==> src/rtl/sie_pkg.sv <==
package sie_pkg;

  localparam int MEM_BYTES_DEF = 1048576;
  localparam int WORD_W = 24;
  localparam int START_W = 20;
  localparam int END_W = 21;

  // Item operations.
  localparam logic [1:0] OP_WRITE   = 2'd0;
  localparam logic [1:0] OP_READ    = 2'd1;
  localparam logic [1:0] OP_RESTART = 2'd2;
  localparam logic [1:0] OP_EXEC    = 2'd3;

  // Configuration register indexes.
  localparam logic CFG_START = 1'b0;
  localparam logic CFG_END   = 1'b1;

  // Format 2 opcodes (whole first byte).
  localparam logic [7:0] OPC_CLEAR = 8'hB4;
  localparam logic [7:0] OPC_COMPR = 8'hA0;
  localparam logic [7:0] OPC_TIXR  = 8'hB8;

  // Format 3/4 opcodes (first byte with n/i masked off).
  localparam logic [7:0] OPC_J    = 8'h3C;
  localparam logic [7:0] OPC_JEQ  = 8'h30;
  localparam logic [7:0] OPC_JLT  = 8'h38;
  localparam logic [7:0] OPC_JSUB = 8'h48;
  localparam logic [7:0] OPC_RSUB = 8'h4C;
  localparam logic [7:0] OPC_LDA  = 8'h00;
  localparam logic [7:0] OPC_LDB  = 8'h68;
  localparam logic [7:0] OPC_LDT  = 8'h74;
  localparam logic [7:0] OPC_LDCH = 8'h50;
  localparam logic [7:0] OPC_STA  = 8'h0C;
  localparam logic [7:0] OPC_STL  = 8'h14;
  localparam logic [7:0] OPC_STX  = 8'h10;
  localparam logic [7:0] OPC_STCH = 8'h54;
  localparam logic [7:0] OPC_COMP = 8'h28;
  localparam logic [7:0] OPC_RD   = 8'hD8;
  localparam logic [7:0] OPC_TD   = 8'hE0;

  // Addressing modes (n/i bits).
  localparam logic [1:0] NI_SIC  = 2'd0;
  localparam logic [1:0] NI_IMM  = 2'd1;
  localparam logic [1:0] NI_IND  = 2'd2;

  typedef enum logic [4:0] {
    S_IDLE, S_MEMRD_W, S_RESP, S_RREQ, S_RWAIT, S_DEC, S_F2, S_F2X, S_F2C,
    S_T0, S_T1, S_T2, S_T3, S_OPND, S_IND, S_VAL, S_EXEC, S_WR
  } state_t;

  typedef struct packed {
    logic en;
    logic we;
  } mem_ctl_t;

endpackage

==> src/rtl/sie_alu.sv <==
module sie_alu import sie_pkg::*; (
  input  logic [WORD_W-1:0] a,
  input  logic [WORD_W-1:0] b,
  output logic [WORD_W-1:0] sum,
  output logic [WORD_W-1:0] cmp
);

  always_comb begin
    sum = a + b;
    if (a == b) begin
      cmp = '0;
    end else if ($signed(a) > $signed(b)) begin
      cmp = WORD_W'(1);
    end else begin
      cmp = '1;
    end
  end

endmodule

==> config.mk <==
export PLATFORM = sky130hd
export DESIGN_NAME = sie_alu
export DESIGN_NICKNAME = d
export VERILOG_FILES = /design/src/rtl/sie_pkg.sv /design/src/rtl/sie_alu.sv
export SDC_FILE = /design/constraint.sdc
export NUM_CORES = 1
export LEC_CHECK = 0
export BUFFER_PORTS_ARGS = -buffer_cell sky130_fd_sc_hd__buf_2
export CAP_MARGIN = 0
export CORE_MARGIN = 10
export CORE_UTILIZATION = 30
export DETAILED_ROUTE_END_ITERATION = 7
export GPL_ROUTABILITY_DRIVEN = 0
export PLACE_DENSITY = 0.53
export REMOVE_ABC_BUFFERS = 1
export SYNTH_ARGS = -nofsm -noshare
export SYNTH_HDL_FRONTEND = slang
export SYNTH_SLANG_ARGS = --single-unit
==> constraint.sdc <==
create_clock -name vclk -period 10.9
set_clock_uncertainty 0.15 [all_clocks]
set_input_delay 3.27 -clock vclk [all_inputs]
set_output_delay 3.27 -clock vclk [all_outputs]
set_load 0.05 [all_outputs]
==> flow_summary.yaml <==
drt:
  route.vias.total: 2165
  wl_met2_um: 2730
  wl_met3_um: 578
  postRouteAntennaNets: 0
  wl_met1_um: 2770
  via_per_inst: 4.76
  drtIter0Drc: 37
  drt-pass1-iter-count: 4
  drc_errors: 0
  routed_wl_um: 6120
  highest_layer: "met4"
  wl_per_cell_um: 13.4
global_route:
  overflow: 0
  antenna_found_initial: 0
  grt_pass1_wl_um: 9680
  grt.total_usage_pct: 10.6
  grt_max_degree: 24
  first_global_vias: 2232
pwr:
  power_density_nw_per_um2: 107
  vdd_ir_drop_max_mv: 0.0703
  leakage_nw: 1.31
worst_setup_path:
  cp_max_fo: 3
  critical_path_class: "input port to primary output"
  crit_start: "a[0]"
  start_kind: "input port"
  worst_path_most_repeated_cell: "buf_2"
  cp_slowest_cell: "nor4_1"
  crit_path_end_kind: "primary output"
  arrival_ns: 6.01
  path_delay_family: "simple AND/OR/NAND/NOR gates"
  max_stage_delay_ns: 0.80
  crit_chain: "buf_2 > ha_1 > fa_1 > nor2b_1 > o21ai_1 > a21oi_2 > nor4_1 > o2111ai_1 > xnor2_1 > buf_2"
  path_buf_inv: 2
  critPathRequiredTime_ns: 7.48
  endpoint: "sum[18]"
  cp.depth: 10
cells_and_area:
  nNetsFinal: 457
  multi_input_area_sq_um: 1720
  diodes: 0
  nClkBuffers: 0
  drive_gt1_share_pct: 29.5
  area_growth_pct: 18.6
  seqCellArea_sq_um: 0
  final_cell_count_no_fill: 455
  nFlopsAndLatches: 0
  fillers: 774
  final_util_pct: 36.5
min_path:
  holdCritPathClass: "input port to primary output"
  min_path_cells: 4
die:
  die-area_sq_um: 10700
  dieWidth_um: 103
  start_util_pct: 30.8
  fp.coreArea_sq_um: 6790
  pin_count: 96
  fp-row-count: 30
  die_h_um: 103
flow_run:
  cap_viol_max_count: 0
run_status:
  status: "complete, no violations"
timing:
  tightestPinTransition_ns: 0.922
  setup_ws_ns: 1.47
  min_period_ns: 9.43
  finalSetupViolCount: 0
  rsz0062_at_grt: "no"
  hold_viol: 0
  finalCritPeriodShare_pct: 86.5
  max_freq_mhz: 106
  max_slew_margin_pct: 37.9
  maxSlewViolCount: 0
placement:
  numPortBuffers: 96
  dp_slack_ns: 1.52
  dp_hpwl_um: 5510
  numPlacedInstances: 455
cts:
  cts_resized: 0
  ctsHoldBuffers: 0
  cts_setup_buffers: 0
synthesis:
  syn_area_sq_um: 2090
  synthDistinctLibCells: 52
  seq_area_frac_synth_pct: 0
  yosysWarnings: 0
  synthCells: 294
  avgSynthCellArea_sq_um: 7.11
-- cell usage after synthesis, types with 2 or more instances --
library cell / instances / share of area, %
a211oi_1: 3 / 1.1
a21o_1: 3 / 1.1
a21oi_1: 21 / 5.0
a31oi_1: 4 / 1.2
buf_2: 2 / 0.48
buf_4: 22 / 7.9
buf_6: 2 / 1.1
clkbuf_1: 6 / 1.1
ha_1: 47 / 28
inv_1: 40 / 7.2
nand2_1: 10 / 1.8
nand2b_1: 4 / 1.2
nand3_1: 3 / 0.72
nand3b_1: 2 / 0.72
nand4_1: 4 / 1.2
nor2_1: 22 / 4.0
nor2b_1: 11 / 3.3
nor3_1: 7 / 1.7
nor3b_1: 2 / 0.72
nor4_1: 4 / 1.2
o21ai_0: 11 / 2.6
o21ba_2: 2 / 0.96
o31ai_1: 7 / 2.5
o41ai_1: 2 / 0.84
or2_2: 2 / 0.60
or3_1: 4 / 1.2
or4_1: 3 / 1.1
xnor2_1: 17 / 7.1
xor2_1: 4 / 1.7
-- stage by stage --
stage / power, mW / hold WS (ns) / area, sq um / setup TNS, ns
2_1_floorplan: 0.201 / 6.70 / 1870 / -326.70
3_3_place_gp: 0.266 / 6.87 / 2480 / 0
3_5_place_dp: 0.266 / 6.88 / 2480 / 0
4_1_cts: 0.267 / 6.88 / 2480 / 0
5_1_grt: 0.283 / 6.91 / 2480 / 0
6_report: 0.264 / 6.87 / 2480 / 0
-- cell type report --
| type | count | share of cell area [%] |
|---|---|---|
| Tap cell | 96 | 4.85 |
| Inverter | 40 | 6.06 |
| Timing Repair Buffer | 97 | 19.7 |
| Multi-Input combinational cell | 222 | 69.4 |
-- metal layers --
metal	global-route usage, %	vias to the layer above
met2	18.7	75
li1	-	1125
met1	12.8	961
met5	0	-
met3	3.39	4
met4	0.749	0
-- placed cells by master, fill, tap and decap left out, drive strengths merged, types with 2 or more instances in the layout --
| cell | Yosys | routed |
|---|---|---|
| or4 | 4 | 4 |
| xnor2 | 17 | 17 |
| o21ai | 12 | 12 |
| nor3b | 2 | 2 |
| o41ai | 3 | 3 |
| a211oi | 3 | 3 |
| ha | 47 | 47 |
| o311ai | 3 | 3 |
| nand4 | 4 | 4 |
| nor2 | 22 | 22 |
| inv | 40 | 40 |
| nand2 | 10 | 10 |
| o21ba | 2 | 2 |
| nor2b | 11 | 11 |
| buf | 26 | 97 |
| nand3 | 3 | 3 |
| o31ai | 7 | 7 |
| a21oi | 22 | 22 |
| or2 | 3 | 3 |
| xor2 | 4 | 4 |
| a21o | 3 | 3 |
| nand3b | 2 | 2 |
| or3 | 4 | 4 |
| nor3 | 7 | 7 |
| a31oi | 4 | 4 |
| nor4 | 4 | 4 |
| nand2b | 4 | 4 |
-- power by group --
group | internal [mW] | switching [mW]
clock | 0 | 0
combinational | 0.0687 | 0.196
sequential | 0 | 0
-- cells by family (layout without fill, tap and decap cells) --
logic type | Yosys count | after routing | share of synthesized area, %
AND/OR/NAND/NOR | 83 | 83 | 21.3
buffers and inverters | 72 | 137 | 17.7
AO/OA/AOI/OAI | 69 | 69 | 22.6
adder cells (fa/ha/maj) | 48 | 48 | 29.1
XOR/XNOR | 21 | 21 | 8.80
multiplexers | 1 | 1 | 0.479
-- how the worst min path moves through the flow --
stage | from | endpoint | slack (ns)
6_report | b[0] | sum[0] | 6.87
5_1_grt | b[0] | sum[0] | 6.91
4_1_cts | b[0] | sum[0] | 6.88
3_5_place_dp | b[0] | sum[0] | 6.88
3_3_place_gp | b[0] | sum[0] | 6.87
2_1_floorplan | b[0] | sum[0] | 6.70
(Power assumes the default switching activity.)
